## config.mk

```make
export PLATFORM = sky130hd
export DESIGN_NAME = rational_arith_reduce_flat
export DESIGN_NICKNAME = d
export VERILOG_FILES = /design/src/design/rar_pkg.sv /design/src/design/rar_if.sv /design/src/design/rar_cell.sv /design/src/design/rar_divrow.sv /design/src/design/rational_arith_reduce.sv /design/src/flat_wrapper.sv
export SDC_FILE = /design/constraint.sdc
export NUM_CORES = 2
export LEC_CHECK = 0
export BUFFER_PORTS_ARGS = -buffer_cell sky130_fd_sc_hd__buf_2
export CAP_MARGIN = 10
export CORE_AREA = 10 10 371 337
export DETAILED_ROUTE_END_ITERATION = 8
export DIE_AREA = 0 0 381 347
export GPL_TIMING_DRIVEN = 0
export PLACE_DENSITY = 0.84
export SLEW_MARGIN = 40
export SYNTH_ARGS = -nofsm -noshare
export SYNTH_HDL_FRONTEND = slang
export SYNTH_SLANG_ARGS = --single-unit
```

## constraint.sdc

```tcl
create_clock -name i_clk -period 16 [get_ports i_clk]
set_input_delay 2.4 -clock i_clk [delete_from_list [all_inputs] [get_ports i_clk]]
set_output_delay 2.4 -clock i_clk [all_outputs]
set_load 0.01 [all_outputs]
```

## src/design/rar_pkg.sv

```systemverilog
// ----------------------------------------------------------------------------
// rar_pkg: shared types and constants for the fraction arithmetic block
// Operation codes, widths and the control struct passed between units.
// ----------------------------------------------------------------------------
package rar_pkg;

    localparam int OPW  = 16;          // operand width
    localparam int PRW  = 2 * OPW;     // product width
    localparam int NUMW = PRW + 1;     // raw numerator width (sum of products)
    localparam int MAGW = PRW + 1;     // magnitude width for the gcd cells
    localparam int CNTW = $clog2(2 * MAGW + 2);

    typedef enum logic [1:0] {
        OP_ADD = 2'd0,
        OP_SUB = 2'd1,
        OP_MUL = 2'd2,
        OP_DIV = 2'd3
    } t_op;

    typedef enum logic [2:0] {
        ST_IDLE,
        ST_MUL,
        ST_SUM,
        ST_GCD,
        ST_DIVN,
        ST_DIVD,
        ST_OUT
    } t_state;

    // control beat from the sequencer to a serial divider cell row
    typedef struct packed {
        logic start;
        logic busy;
    } t_div_ctl;

endpackage

```

## src/design/rar_if.sv

```systemverilog
// ----------------------------------------------------------------------------
// rar_in_if / rar_out_if: valid-ready channels of the fraction block
// Carry one operand beat in, one reduced result beat out.
// ----------------------------------------------------------------------------
interface rar_in_if;
    logic                           valid;
    logic                           ready;
    logic signed [rar_pkg::OPW-1:0] num_a;
    logic signed [rar_pkg::OPW-1:0] den_a;
    logic signed [rar_pkg::OPW-1:0] num_b;
    logic signed [rar_pkg::OPW-1:0] den_b;
    logic        [1:0]              op;
    modport source (output valid, num_a, den_a, num_b, den_b, op, input ready);
    modport sink   (input valid, num_a, den_a, num_b, den_b, op, output ready);
endinterface

interface rar_out_if;
    logic                            valid;
    logic                            ready;
    logic signed [rar_pkg::NUMW-1:0] res_num;
    logic signed [rar_pkg::PRW-1:0]  res_den;
    logic                            zero_den_error;
    modport source (output valid, res_num, res_den, zero_den_error, input ready);
    modport sink   (input valid, res_num, res_den, zero_den_error, output ready);
endinterface

```

## src/design/rar_cell.sv

```systemverilog
// ----------------------------------------------------------------------------
// rar_cell: one bit cell of the shift-subtract row
// Holds one bit of the remainder and of the quotient/dividend shift line,
// ripples a borrow to its upper neighbour and takes the shifted-in bit from
// its lower neighbour each cycle in which i_step is set.
// ----------------------------------------------------------------------------
module rar_cell (
    input  logic i_clk,
    input  logic i_load,      // clear remainder, load dividend bit
    input  logic i_step,      // advance one shift-subtract step
    input  logic i_dvd_bit,   // dividend bit loaded on i_load
    input  logic i_rem_in,    // remainder bit from lower neighbour (shift)
    input  logic i_q_in,      // quotient line bit from lower neighbour
    input  logic i_dvs_bit,   // divisor bit for this position
    input  logic i_bin,       // borrow in from lower neighbour
    input  logic i_take,      // subtraction fits: keep the difference
    output logic o_rem,       // stored remainder bit
    output logic o_q,         // stored quotient line bit
    output logic o_bout       // borrow out to upper neighbour
);
    logic r_rem, r_q;
    logic w_diff;

    // subtract divisor bit from the shifted remainder bit
    assign w_diff = i_rem_in ^ i_dvs_bit ^ i_bin;
    assign o_bout = (~i_rem_in & (i_dvs_bit | i_bin)) | (i_dvs_bit & i_bin);

    // hold or advance the two shift lines
    always_ff @(posedge i_clk) begin
        if (i_load) begin
            r_rem <= 1'b0;
            r_q   <= i_dvd_bit;
        end else if (i_step) begin
            r_rem <= i_take ? w_diff : i_rem_in;
            r_q   <= i_q_in;
        end
    end

    assign o_rem = r_rem;
    assign o_q   = r_q;
endmodule

```

## src/design/rar_divrow.sv

```systemverilog
// ----------------------------------------------------------------------------
// rar_divrow: row of bit cells forming a restoring divider
// Unsigned dividend / divisor over MAGW steps; gives quotient and remainder.
// ----------------------------------------------------------------------------
module rar_divrow (
    input  logic                       i_clk,
    input  logic                       i_rst_n,
    input  rar_pkg::t_div_ctl          i_ctl,
    input  logic [rar_pkg::MAGW-1:0]   i_dvd,
    input  logic [rar_pkg::MAGW-1:0]   i_dvs,
    output logic                       o_done,
    output logic [rar_pkg::MAGW-1:0]   o_quo,
    output logic [rar_pkg::MAGW-1:0]   o_rem
);
    localparam int W = rar_pkg::MAGW;

    logic [W-1:0]    w_rem, w_q;
    logic [W:0]      w_b;
    logic [W-1:0]    w_rem_sh, w_q_sh;
    logic            w_top, w_take, w_step;
    logic [rar_pkg::CNTW-1:0] r_cnt;
    logic            r_run;

    // shifted views: remainder takes the top quotient-line bit
    assign w_rem_sh = {w_rem[W-2:0], w_q[W-1]};
    assign w_q_sh   = {w_q[W-2:0], w_take};
    assign w_top    = w_rem[W-1];
    assign w_b[0]   = 1'b0;
    // fits when shifted remainder (W+1 bits) >= divisor
    assign w_take   = w_top | ~w_b[W];
    assign w_step   = r_run;

    genvar k;
    generate
        for (k = 0; k < W; k++) begin : g_cell
            rar_cell u_cell (
                .i_clk     (i_clk),
                .i_load    (i_ctl.start),
                .i_step    (w_step),
                .i_dvd_bit (i_dvd[k]),
                .i_rem_in  (w_rem_sh[k]),
                .i_q_in    (w_q_sh[k]),
                .i_dvs_bit (i_dvs[k]),
                .i_bin     (w_b[k]),
                .i_take    (w_take),
                .o_rem     (w_rem[k]),
                .o_q       (w_q[k]),
                .o_bout    (w_b[k+1])
            );
        end
    endgenerate

    // step counter
    always_ff @(posedge i_clk) begin
        if (!i_rst_n) begin
            r_run <= 1'b0;
            r_cnt <= '0;
        end else if (i_ctl.start) begin
            r_run <= 1'b1;
            r_cnt <= '0;
        end else if (r_run) begin
            r_cnt <= r_cnt + 1'b1;
            if (r_cnt == rar_pkg::CNTW'(W - 1)) r_run <= 1'b0;
        end
    end

    assign o_done = ~r_run & ~i_ctl.start & ~i_ctl.busy;
    assign o_quo  = w_q;
    assign o_rem  = w_rem;
endmodule

```

## src/design/rational_arith_reduce.sv

```systemverilog
// ----------------------------------------------------------------------------
// rational_arith_reduce: signed fraction add/sub/mul/div with gcd reduction
// Top level: operand capture, cross products, Euclid sequencer, output stage.
// ----------------------------------------------------------------------------
// One beat at a time. An item forms the products (ST_MUL) and the raw sum (ST_SUM),
// then runs Euclid on the magnitudes with one 33-step pass of the bit-cell
// divider row per remainder (each pass: load, 33 steps, done; the number
// of passes is set by the Euclid iterations), then two more passes to divide
// numerator and denominator by the gcd, and posts the result in ST_OUT.
// Zero numerator or zero denominator skips reduction. Results wait in an output
// register; a new item is accepted once the result has been taken.
module rational_arith_reduce (
    input  logic        i_clk,
    input  logic        i_rst_n,
    rar_in_if.sink      i_in,
    rar_out_if.source   o_out
);
    localparam int OPW  = rar_pkg::OPW;
    localparam int PRW  = rar_pkg::PRW;
    localparam int NUMW = rar_pkg::NUMW;
    localparam int MAGW = rar_pkg::MAGW;

    rar_pkg::t_state r_state, n_state;

    logic signed [OPW-1:0]  r_na, r_da, r_nb, r_db;
    rar_pkg::t_op           r_op;
    logic signed [PRW-1:0]  r_p0, r_p1, r_d;
    logic signed [NUMW-1:0] r_n;
    logic [MAGW-1:0]        r_a, r_b, r_g;
    logic                   r_nneg, r_dneg, r_err, r_valid, r_started;
    logic signed [NUMW-1:0] r_res_num;
    logic signed [PRW-1:0]  r_res_den;

    rar_pkg::t_div_ctl w_ctl;
    logic [MAGW-1:0]   w_dvd, w_dvs, w_quo, w_rem;
    logic              w_done;
    logic              w_acc;
    logic signed [NUMW-1:0] w_p0x, w_p1x;
    logic [MAGW-1:0]   w_qneg;

    assign w_acc       = i_in.valid & i_in.ready;
    assign i_in.ready  = (r_state == rar_pkg::ST_IDLE) & ~r_valid;
    assign o_out.valid = r_valid;
    assign o_out.res_num = r_res_num;
    assign o_out.res_den = r_res_den;
    assign o_out.zero_den_error = r_err;

    assign w_p0x  = NUMW'(r_p0);
    assign w_p1x  = NUMW'(r_p1);
    assign w_qneg = MAGW'(0) - w_quo;

    // divider row operands follow the phase; the numerator pass loads the
    // raw numerator magnitude directly
    always_comb begin
        w_dvd = r_a;
        w_dvs = r_b;
        case (r_state)
            rar_pkg::ST_DIVN: begin
                w_dvd = r_nneg ? MAGW'(-r_n) : MAGW'(r_n);
                w_dvs = r_g;
            end
            rar_pkg::ST_DIVD: begin w_dvd = r_b; w_dvs = r_g; end
            default:          begin w_dvd = r_a; w_dvs = r_b; end
        endcase
    end

    rar_divrow u_div (
        .i_clk   (i_clk),
        .i_rst_n (i_rst_n),
        .i_ctl   (w_ctl),
        .i_dvd   (w_dvd),
        .i_dvs   (w_dvs),
        .o_done  (w_done),
        .o_quo   (w_quo),
        .o_rem   (w_rem)
    );

    // state register
    always_ff @(posedge i_clk) begin
        if (!i_rst_n) r_state <= rar_pkg::ST_IDLE;
        else          r_state <= n_state;
    end

    // next state and divider start
    always_comb begin
        n_state     = r_state;
        w_ctl.start = 1'b0;
        w_ctl.busy  = 1'b0;
        case (r_state)
            rar_pkg::ST_IDLE: if (w_acc) n_state = rar_pkg::ST_MUL;
            rar_pkg::ST_MUL:  n_state = rar_pkg::ST_SUM;
            rar_pkg::ST_SUM:  n_state = rar_pkg::ST_GCD;
            rar_pkg::ST_GCD: begin
                if (r_err || r_a == '0) begin
                    n_state = rar_pkg::ST_OUT;
                end else if (!r_started) begin
                    w_ctl.start = (r_b != '0);
                    if (r_b == '0) n_state = rar_pkg::ST_DIVN;
                end else if (w_done) begin
                    if (w_rem == '0) n_state = rar_pkg::ST_DIVN;
                end
            end
            rar_pkg::ST_DIVN: begin
                if (!r_started) w_ctl.start = 1'b1;
                else if (w_done) n_state = rar_pkg::ST_DIVD;
            end
            rar_pkg::ST_DIVD: begin
                if (!r_started) w_ctl.start = 1'b1;
                else if (w_done) n_state = rar_pkg::ST_OUT;
            end
            rar_pkg::ST_OUT: n_state = rar_pkg::ST_IDLE;
            default: n_state = rar_pkg::ST_IDLE;
        endcase
    end

    // control flags
    always_ff @(posedge i_clk) begin
        if (!i_rst_n) begin
            r_valid   <= 1'b0;
            r_started <= 1'b0;
        end else begin
            if (w_ctl.start)                 r_started <= 1'b1;
            else if (w_done && r_started)    r_started <= 1'b0;
            if (r_state == rar_pkg::ST_OUT)  r_valid <= 1'b1;
            else if (o_out.ready)            r_valid <= 1'b0;
        end
    end

    // datapath: capture, products, Euclid, division, result
    always_ff @(posedge i_clk) begin
        case (r_state)
            rar_pkg::ST_IDLE: if (w_acc) begin
                r_na <= i_in.num_a;
                r_da <= i_in.den_a;
                r_nb <= i_in.num_b;
                r_db <= i_in.den_b;
                r_op <= rar_pkg::t_op'(i_in.op);
            end
            rar_pkg::ST_MUL: begin
                // hold the two numerator products and the denominator
                case (r_op)
                    rar_pkg::OP_MUL: begin
                        r_p0 <= r_na * r_nb; r_p1 <= '0; r_d <= r_da * r_db;
                    end
                    rar_pkg::OP_DIV: begin
                        r_p0 <= r_na * r_db; r_p1 <= '0; r_d <= r_da * r_nb;
                    end
                    default: begin
                        r_p0 <= r_na * r_db; r_p1 <= r_da * r_nb; r_d <= r_da * r_db;
                    end
                endcase
            end
            rar_pkg::ST_SUM: begin
                logic signed [NUMW-1:0] v_n;
                v_n = (r_op == rar_pkg::OP_SUB) ? (w_p0x - w_p1x) : (w_p0x + w_p1x);
                r_n    <= v_n;
                r_nneg <= v_n[NUMW-1];
                r_dneg <= r_d[PRW-1];
                r_err  <= (r_d == '0);
                r_a    <= v_n[NUMW-1] ? MAGW'(-v_n) : MAGW'(v_n);
                r_b    <= r_d[PRW-1] ? (MAGW'(0) - MAGW'(r_d)) : MAGW'(r_d);
                r_res_num <= v_n;
                r_res_den <= r_d;
            end
            rar_pkg::ST_GCD: begin
                if (!(r_err || r_a == '0)) begin
                    if (!r_started && r_b == '0) begin
                        r_g <= r_a;
                    end else if (r_started && w_done) begin
                        // advance Euclid: (a, b) <- (b, a mod b)
                        if (w_rem == '0) r_g <= r_b;
                        else begin r_a <= r_b; r_b <= w_rem; end
                    end
                end
            end
            rar_pkg::ST_DIVN: begin
                if (!r_started) begin
                    r_a <= r_nneg ? MAGW'(-r_n) : MAGW'(r_n);
                    r_b <= r_dneg ? (MAGW'(0) - MAGW'(r_d)) : MAGW'(r_d);
                end else if (w_done) begin
                    r_res_num <= NUMW'(r_nneg ? w_qneg : w_quo);
                end
            end
            rar_pkg::ST_DIVD: begin
                if (r_started && w_done)
                    r_res_den <= PRW'(r_dneg ? w_qneg : w_quo);
            end
            default: ;
        endcase
    end

    // a result beat holds while stalled
    a_hold: assert property (@(posedge i_clk) disable iff (!i_rst_n)
        o_out.valid && !o_out.ready |=> o_out.valid && $stable(o_out.res_num))
        else $error("result changed under stall");
    // no input taken while a result waits
    a_noacc: assert property (@(posedge i_clk) disable iff (!i_rst_n)
        o_out.valid |-> !i_in.ready)
        else $error("input accepted with result pending");
    // error flag pairs with a zero denominator
    a_err: assert property (@(posedge i_clk) disable iff (!i_rst_n)
        o_out.valid && o_out.zero_den_error |-> o_out.res_den == '0)
        else $error("error flag without zero denominator");
endmodule

```

## src/flat_wrapper.sv

```systemverilog
// flat-port wrapper written by rule: the top's interface ports become plain ports
module rational_arith_reduce_flat 
  (i_clk, i_rst_n, i_in_valid, i_in_num_a, i_in_den_a, i_in_num_b, i_in_den_b, i_in_op, i_in_ready, o_out_valid, o_out_res_num, o_out_res_den, o_out_zero_den_error, o_out_ready);
  rar_in_if i_in_i ();
  rar_out_if o_out_i ();
  input  logic i_clk;
  input  logic i_rst_n;
  input wire logic [$bits(i_in_i.valid)-1:0] i_in_valid;
  input wire logic [$bits(i_in_i.num_a)-1:0] i_in_num_a;
  input wire logic [$bits(i_in_i.den_a)-1:0] i_in_den_a;
  input wire logic [$bits(i_in_i.num_b)-1:0] i_in_num_b;
  input wire logic [$bits(i_in_i.den_b)-1:0] i_in_den_b;
  input wire logic [$bits(i_in_i.op)-1:0] i_in_op;
  output wire logic [$bits(i_in_i.ready)-1:0] i_in_ready;
  output wire logic [$bits(o_out_i.valid)-1:0] o_out_valid;
  output wire logic [$bits(o_out_i.res_num)-1:0] o_out_res_num;
  output wire logic [$bits(o_out_i.res_den)-1:0] o_out_res_den;
  output wire logic [$bits(o_out_i.zero_den_error)-1:0] o_out_zero_den_error;
  input wire logic [$bits(o_out_i.ready)-1:0] o_out_ready;
  assign i_in_i.valid = i_in_valid;
  assign i_in_i.num_a = i_in_num_a;
  assign i_in_i.den_a = i_in_den_a;
  assign i_in_i.num_b = i_in_num_b;
  assign i_in_i.den_b = i_in_den_b;
  assign i_in_i.op = i_in_op;
  assign i_in_ready = i_in_i.ready;
  assign o_out_valid = o_out_i.valid;
  assign o_out_res_num = o_out_i.res_num;
  assign o_out_res_den = o_out_i.res_den;
  assign o_out_zero_den_error = o_out_i.zero_den_error;
  assign o_out_i.ready = o_out_ready;
  rational_arith_reduce u_core (.i_clk(i_clk), .i_rst_n(i_rst_n), .i_in(i_in_i), .o_out(o_out_i));
endmodule
```

# Word-level counts from Yosys, hierarchy flattened
# Index checks and enable logic that the tools add are counted.
# word_totals
register_bits	441
word_cells	539
inputBits	70
# op_classes
n_mul	4
mux	152
bitwise	237
n_reduce_logical	27
add_sub_neg	7
eq_ne	24
# op_table
op	count
33-bit two-way mux	22
33-bit case mux with 3 select lines	2
33-bit case mux with 2 select lines	2
16-bit by 16-bit multiplier with 32-bit output	4
32-bit two-way mux	4
1-bit two-way mux	109
33-bit logical NOT	3
1-bit AND	68
33-bit negation	2
1-bit OR	65
1-bit bitwise XOR	65
32-bit case mux with 2 select lines	1
1-bit NOT	39
32-bit by 32-bit adder with 33-bit output	1
33-bit nonzero test	1
1-bit by 32-bit subtractor with 33-bit output, first input constant	1
1-bit by 33-bit subtractor with 33-bit output, first input constant	1
32-bit by 32-bit subtractor with 33-bit output	1
32-bit logical NOT	1
3-bit two-way mux	10
3-bit case mux with 6 select lines	1
2-bit by 1-bit != test with 1-bit output, second input constant	7
2-bit nonzero test	7
3-bit equality test, second input constant	3
21 further kinds	31

# Logic depth before layout (Yosys ltp)
# logic_depth
word_depth	104
depth_mapped	46
depth_no_buf	42

# By module
# From an unflattened synthesis, not the netlist that was laid out.
# hier_totals
hier_cells	6818
area_unflattened_um2	64391.8
# modules_own_cells
mod	cells_per_inst	n_inst	area_each_um2
rational_arith_reduce	6411	1	59968.8
rar_cell	11	33	122.6
rar_divrow	44	1	376.6

# Worst setup path after synthesis
# OpenSTA, ideal clock, no wires.
# synth_path
path_type	register to register
startpoint	register u_core.r_state[2]
endpoint	register u_core.u_div.g_cell[10].u_cell.r_rem
n_path_buf	4
arrival_time_ns	15.914
slack_ns	-0.005
path_stages_with_launch	45
setup_ns	0.091
cell_sequence	dfxtp_1 -> nor2b_1 -> clkbuf_1 -> buf_1 -> buf_1 -> nand2_1 -> nand2_1 -> ha_1 -> fa_1 -> inv_1 -> fa_1 -> fa_1 -> fa_1 -> fa_1 -> fa_1 -> fa_1 -> fa_1 -> fa_1 -> (+9 left out) -> fa_1 -> fa_1 -> fa_1 -> fa_1 -> fa_1 -> fa_1 -> fa_1 -> fa_1 -> fa_1 -> fa_1 -> fa_1 -> fa_1 -> fa_1 -> fa_1 -> nor2_1 -> clkbuf_1 -> nand2_1 -> a311oi_1
# synth_between
elab_chain_len	103
word_cells_on_any_way	140
cone_classes	3 x eq/ne; 3 x mux; 133 x bitwise; 1 x reduce/logical
# synth_rtl
item	line	text
from (decl)	rational_arith_reduce.sv:23	rar_pkg::t_state r_state, n_state;
from (signal assigned)	rational_arith_reduce.sv:80	if (!i_rst_n) r_state <= rar_pkg::ST_IDLE;
from (signal assigned)	rational_arith_reduce.sv:81	else r_state <= n_state;
3-bit equality test	rational_arith_reduce.sv:57, rational_arith_reduce.sv:89	
2-bit OR reduction (no source line)	n/a	
33-bit two-way mux	rational_arith_reduce.sv:57	case (r_state)
1-bit AND	rar_cell.sv:26	assign o_bout = (~i_rem_in & (i_dvs_bit | i_bin)) | (i_dvs_bit & i_bin);
1-bit OR	rar_cell.sv:26	
1-bit AND	rar_cell.sv:26	
1-bit OR (2 in series)	rar_cell.sv:26	
1-bit AND	rar_cell.sv:26	
(+84 left out)	n/a	
1-bit OR (2 in series)	rar_cell.sv:26	
1-bit AND	rar_cell.sv:26	
1-bit OR (2 in series)	rar_cell.sv:26	
1-bit AND	rar_cell.sv:26	
1-bit OR	rar_cell.sv:26	
1-bit NOT	rar_divrow.sv:30	assign w_take = w_top | ~w_b[W];
1-bit OR	rar_divrow.sv:30	
1-bit two-way mux	rar_cell.sv:34	r_rem <= i_take ? w_diff : i_rem_in;
to (signal assigned)	rar_cell.sv:34	
to (decl)	rar_cell.sv:21	logic r_rem, r_q;
# Several ways; a longest one is shown, not always the timed one.
# A chain may end at the register's enable or synchronous reset.

# Worst setup path after layout
# layout_path
startpoint	register u_core.r_state[2]
endpoint	register u_core.u_div.g_cell[32].u_cell.r_rem
# layout_between
elab_chain_len	103
word_cells_on_any_way	140
cone_classes	3 x eq/ne; 3 x mux; 133 x bitwise; 1 x reduce/logical
# layout_rtl
item	line
3-bit equality test	rational_arith_reduce.sv:57, rational_arith_reduce.sv:89
2-bit OR reduction (no source line)	n/a
33-bit two-way mux	rational_arith_reduce.sv:57
1-bit AND	rar_cell.sv:26
1-bit OR	rar_cell.sv:26
1-bit AND	rar_cell.sv:26
1-bit OR (2 in series)	rar_cell.sv:26
1-bit AND	rar_cell.sv:26
(+84 left out)	n/a
1-bit OR (2 in series)	rar_cell.sv:26
1-bit AND	rar_cell.sv:26
1-bit OR (2 in series)	rar_cell.sv:26
1-bit AND	rar_cell.sv:26
1-bit OR	rar_cell.sv:26
1-bit NOT	rar_divrow.sv:30
1-bit OR	rar_divrow.sv:30
1-bit two-way mux	rar_cell.sv:34
to (signal assigned)	rar_cell.sv:34
to (decl)	rar_cell.sv:21
# Several ways; a longest one is shown, not always the timed one.

==> flow_summary_export.csv <==
group,metric,value,unit
outcome,status,"complete, no violations",
synthesis,ys_seq_area_share,19.97,%
clock_network,clk_latency,690,ps
placed_design,dpl_worst_slack,-1479,ps
synthesis,synth_cell_types,92,
setup_path,end_kind,"register",
clock_network,cts_tree,"built",
timing,tightestPinTransition,985.3,ps
clock_network,cts_made_buffers,51,
timing,maxSlewViolCount,0,
timing,timing.fmax,0.06490,GHz
timing,clock_skew,54.61,ps
drt,drt_iter0_drc,6412,
setup_path,critical_path_required,16590,ps
timing,worst_slack,590.9,ps
placed_design,placedCellCount,8476,
synthesis,synthArstFlopShare,0,%
layout,syn2layout_area_growth,7.803,%
synthesis,synth_edf_count,394,
placed_design,dp_hpwl,178800,um
floorplanning,rows,119,
floorplanning,die-area,132200,um2
global_routing,grt_pass1_wl,329900,um
timing,tns,0,ps
timing,hold_viol,0,
setup_path,slowest_stage,"fa_2",
drt,wl,220400,um
setup_path,critPathLaunchType,"register",
placed_design,io_buffer_count,137,
setup_path,reg2reg_slack,590,ps
run,maxCapViolCount,0,
clock_network,cts.reportedPaths.clkPinSlew,60,ps
layout,fin_cells,8589,
drt,antenna_left,0,
clock_network,cts.sinks,440,
timing,finalCriticalPeriod,15410,ps
layout,final_cell_mix,"inv_1 (1166), fa_1 (1076), nand2_1 (921)",
drt,drc_errors,0,
setup_path,crit_fanout,8,
layout,drive_gt1_share,5.880,%
timing,rsz0062_at_grt,"false",
setup_path,critPathLaunch,"u_core.r_state[2]",
min_path,hold_class,"reg -> reg",
timing,setup_viol,0,
setup_path,slowest_delay,450,ps
timing,worst_slew_margin_rel,34.32,%
layout,final_nets,8485,
floorplanning,initial_core_util,54.72,%
floorplanning,chipWidth,381,um
placed_design,dpl-instance-area,66950,um2
layout,final_common_cell,"inv_1",
global_routing,overflow,0,
setup_path,crit_path_frequent_cell,"fa_1",
synthesis,netlist_instances,6730,
drt,routed_via_density,6.096,
layout,fin_area,68850,um2
floorplanning,coreArea,116700,um2
timing,post-route-period-util,96.31,%
synthesis,synth_top_flop_cell,"edfxtp_1",
clock_network,clock-root-buffer,"clkbuf_16",
floorplanning,io_pins,138,
drt,dr.pass1.iters,8,
setup_path,regToRegEndpoint,"u_core.u_div.g_cell[32].u_cell.o_rem",
global_routing,grt_max_degree,46,
clock_network,clockBufferDepth,3,
global_routing,grt_pass1_vias,53510,
synthesis,syn_area_per_cell,9.490,um2
floorplanning,die_h,347,um
synthesis,synth.cell_area,63870,um2
drt,vias,52360,
placed_design,gp_congestion,1.074,
layout,n_fill_cell,9968,
synthesis,synth-seq-cells,440,
global_routing,antenna_found_initial,23,
setup_path,critPathCapture,"u_core.u_div.g_cell[32].u_cell.o_rem",
setup_path,reg2reg_depth,44,
synthesis,syn_nets,8251,
setup_path,r2r_start,"u_core.r_state[2]",
global_routing,track_usage,33.01,%
setup_path,crit_type,"reg -> reg",
min_path,min_from,"u_core.u_div.r_cnt[6]",
setup_path,arrival,16000,ps
clock_network,htreeDepth,2,
drt,wl_per_cell,25.66,um
synthesis,yosys_warnings,0,
==> how the worst min path moves through the flow <==
stage / to / slack [ps] / cells past startpoint
2_1_floorplan: u_core.u_div.r_cnt[6] / 490 / 2
3_3_place_gp: u_core.u_div.r_cnt[6] / 510 / 2
3_5_place_dp: u_core.u_div.r_cnt[6] / 540 / 2
4_1_cts: u_core.u_div.r_cnt[6] / 560 / 2
5_1_grt: u_core.u_div.r_cnt[6] / 600 / 2
6_report: u_core.u_div.r_cnt[6] / 560 / 2
==> area by class of cell <==
type	count	area [um2]	share of cell area [%]
Antenna cell	9	22.52	0.03271
Buffer	342	1413	2.052
Timing Repair Buffer	185	1097	1.594
Sequential cell	440	12760	18.53
Tap cell	1573	1968	2.858
Multi-Input combinational cell	4776	45570	66.19
Clock buffer	59	1306	1.897
Clock inverter	37	326.6	0.4743
Inverter	1168	4387	6.371
==> metrics by stage <==
step                hold WS, ps  util, %
floorplan                 485.3        -
global placement          505.4    56.99
CTS                       555.6    58.81
finish                    562.4    58.98
detailed placement        538.6    57.35
global route              595.2    58.97
==> routing by layer <==
metal / part of all wire (%) / up-vias / GRT usage (%)
met3: 14 / 910 / 11.28
met5: 0.072 / - / 0
met1: 35 / 25750 / 40.69
li1: - / 21900 / -
met2: 43 / 3783 / 48.92
met4: 8.7 / 20 / 22.25
==> registers in the layout, summed over array words and instances, names as in the netlist, 2 cells and up <==
register and cells:
u_core.r_db 16, u_core.o_out.res_num 33, u_core.u_div.g_cell.u_cell.o_rem 33, u_core.r_da 16, u_core.r_b 33, u_core.r_d 32, u_core.r_p0 32, u_core.r_g 33
u_core.r_nb 16, u_core.r_n 33, u_core.u_div.g_cell.u_cell.o_q 33, u_core.r_p1 32, u_core.r_state 3, u_core.r_a 33, u_core.o_out.res_den 32, u_core.r_op 2
u_core.r_na 16, u_core.u_div.r_cnt 7
==> logic make-up (layout without fill, tap and decap cells) <==
group                    after synthesis  after routing  synth area share (%)
multiplexers                          46             46                0.7229
AO/OA/AOI/OAI                        932            932                 9.556
XOR/XNOR                             333            333                 4.596
other                                  0              9                     0
AND/OR/NAND/NOR                     2014           2014                 15.11
flip-flops                           440            440                 19.97
adder cells (fa/ha/maj)             1451           1451                 41.13
buffers and inverters               1514           1791                 8.921
==> cells in the mapped netlist (16+ instances only) <==
cell         n  area, um2
and3_1      18      112.6
edfxtp_1   394      11830
o21bai_1    18      135.1
a21oi_1    223       1116
nand2_1    921       3457
or2_2       17      106.4
inv_1     1167       4380
nor2_1     277       1040
nor3_1      55      275.3
fa_1      1081      21640
o311ai_0    18      157.7
xnor2_1    168       1471
mux2i_1     45      450.4
and2_1     398       2490
or3_1       42      262.8
o21ai_0    253       1266
ha_1       370       4629
nor2b_1     30      187.7
o31ai_1     29      217.7
dfxtp_1     46      920.9
a31oi_1     16      100.1
nand2b_1    96      600.6
nor4_1      46      287.8
clkbuf_1   323       1212
o21a_1      28      210.2
a221oi_1    28      245.2
or4_1       22      165.2
xor2_1     164       1436
nand3_1     40      200.2
o211ai_1    34      255.2
a21o_1     111      833.3
a311oi_1    32      280.3
==> timing repair <==
item	4_1_cts	5_1_grt
pin swaps	2	2
gates resized for setup	24	23
endpoints found under the setup margin	34	34
hold buffers	0	0
cloned	0	1
setup buffers	2	5
==> critical path, delay by kind of cell (launching register included) <==
family | cells | cell delay (ps)
and+or+nand+nor | 5 | 510
buffers and inverters | 5 | 610
adders and majority gates | 33 | 13540
DFF | 1 | 420
AOI/OAI and AO/OA | 1 | 250
Power is left out: the tool's default activity adds up to more than one toggle a clock period on the data nets, which glitch-free logic cannot reach.
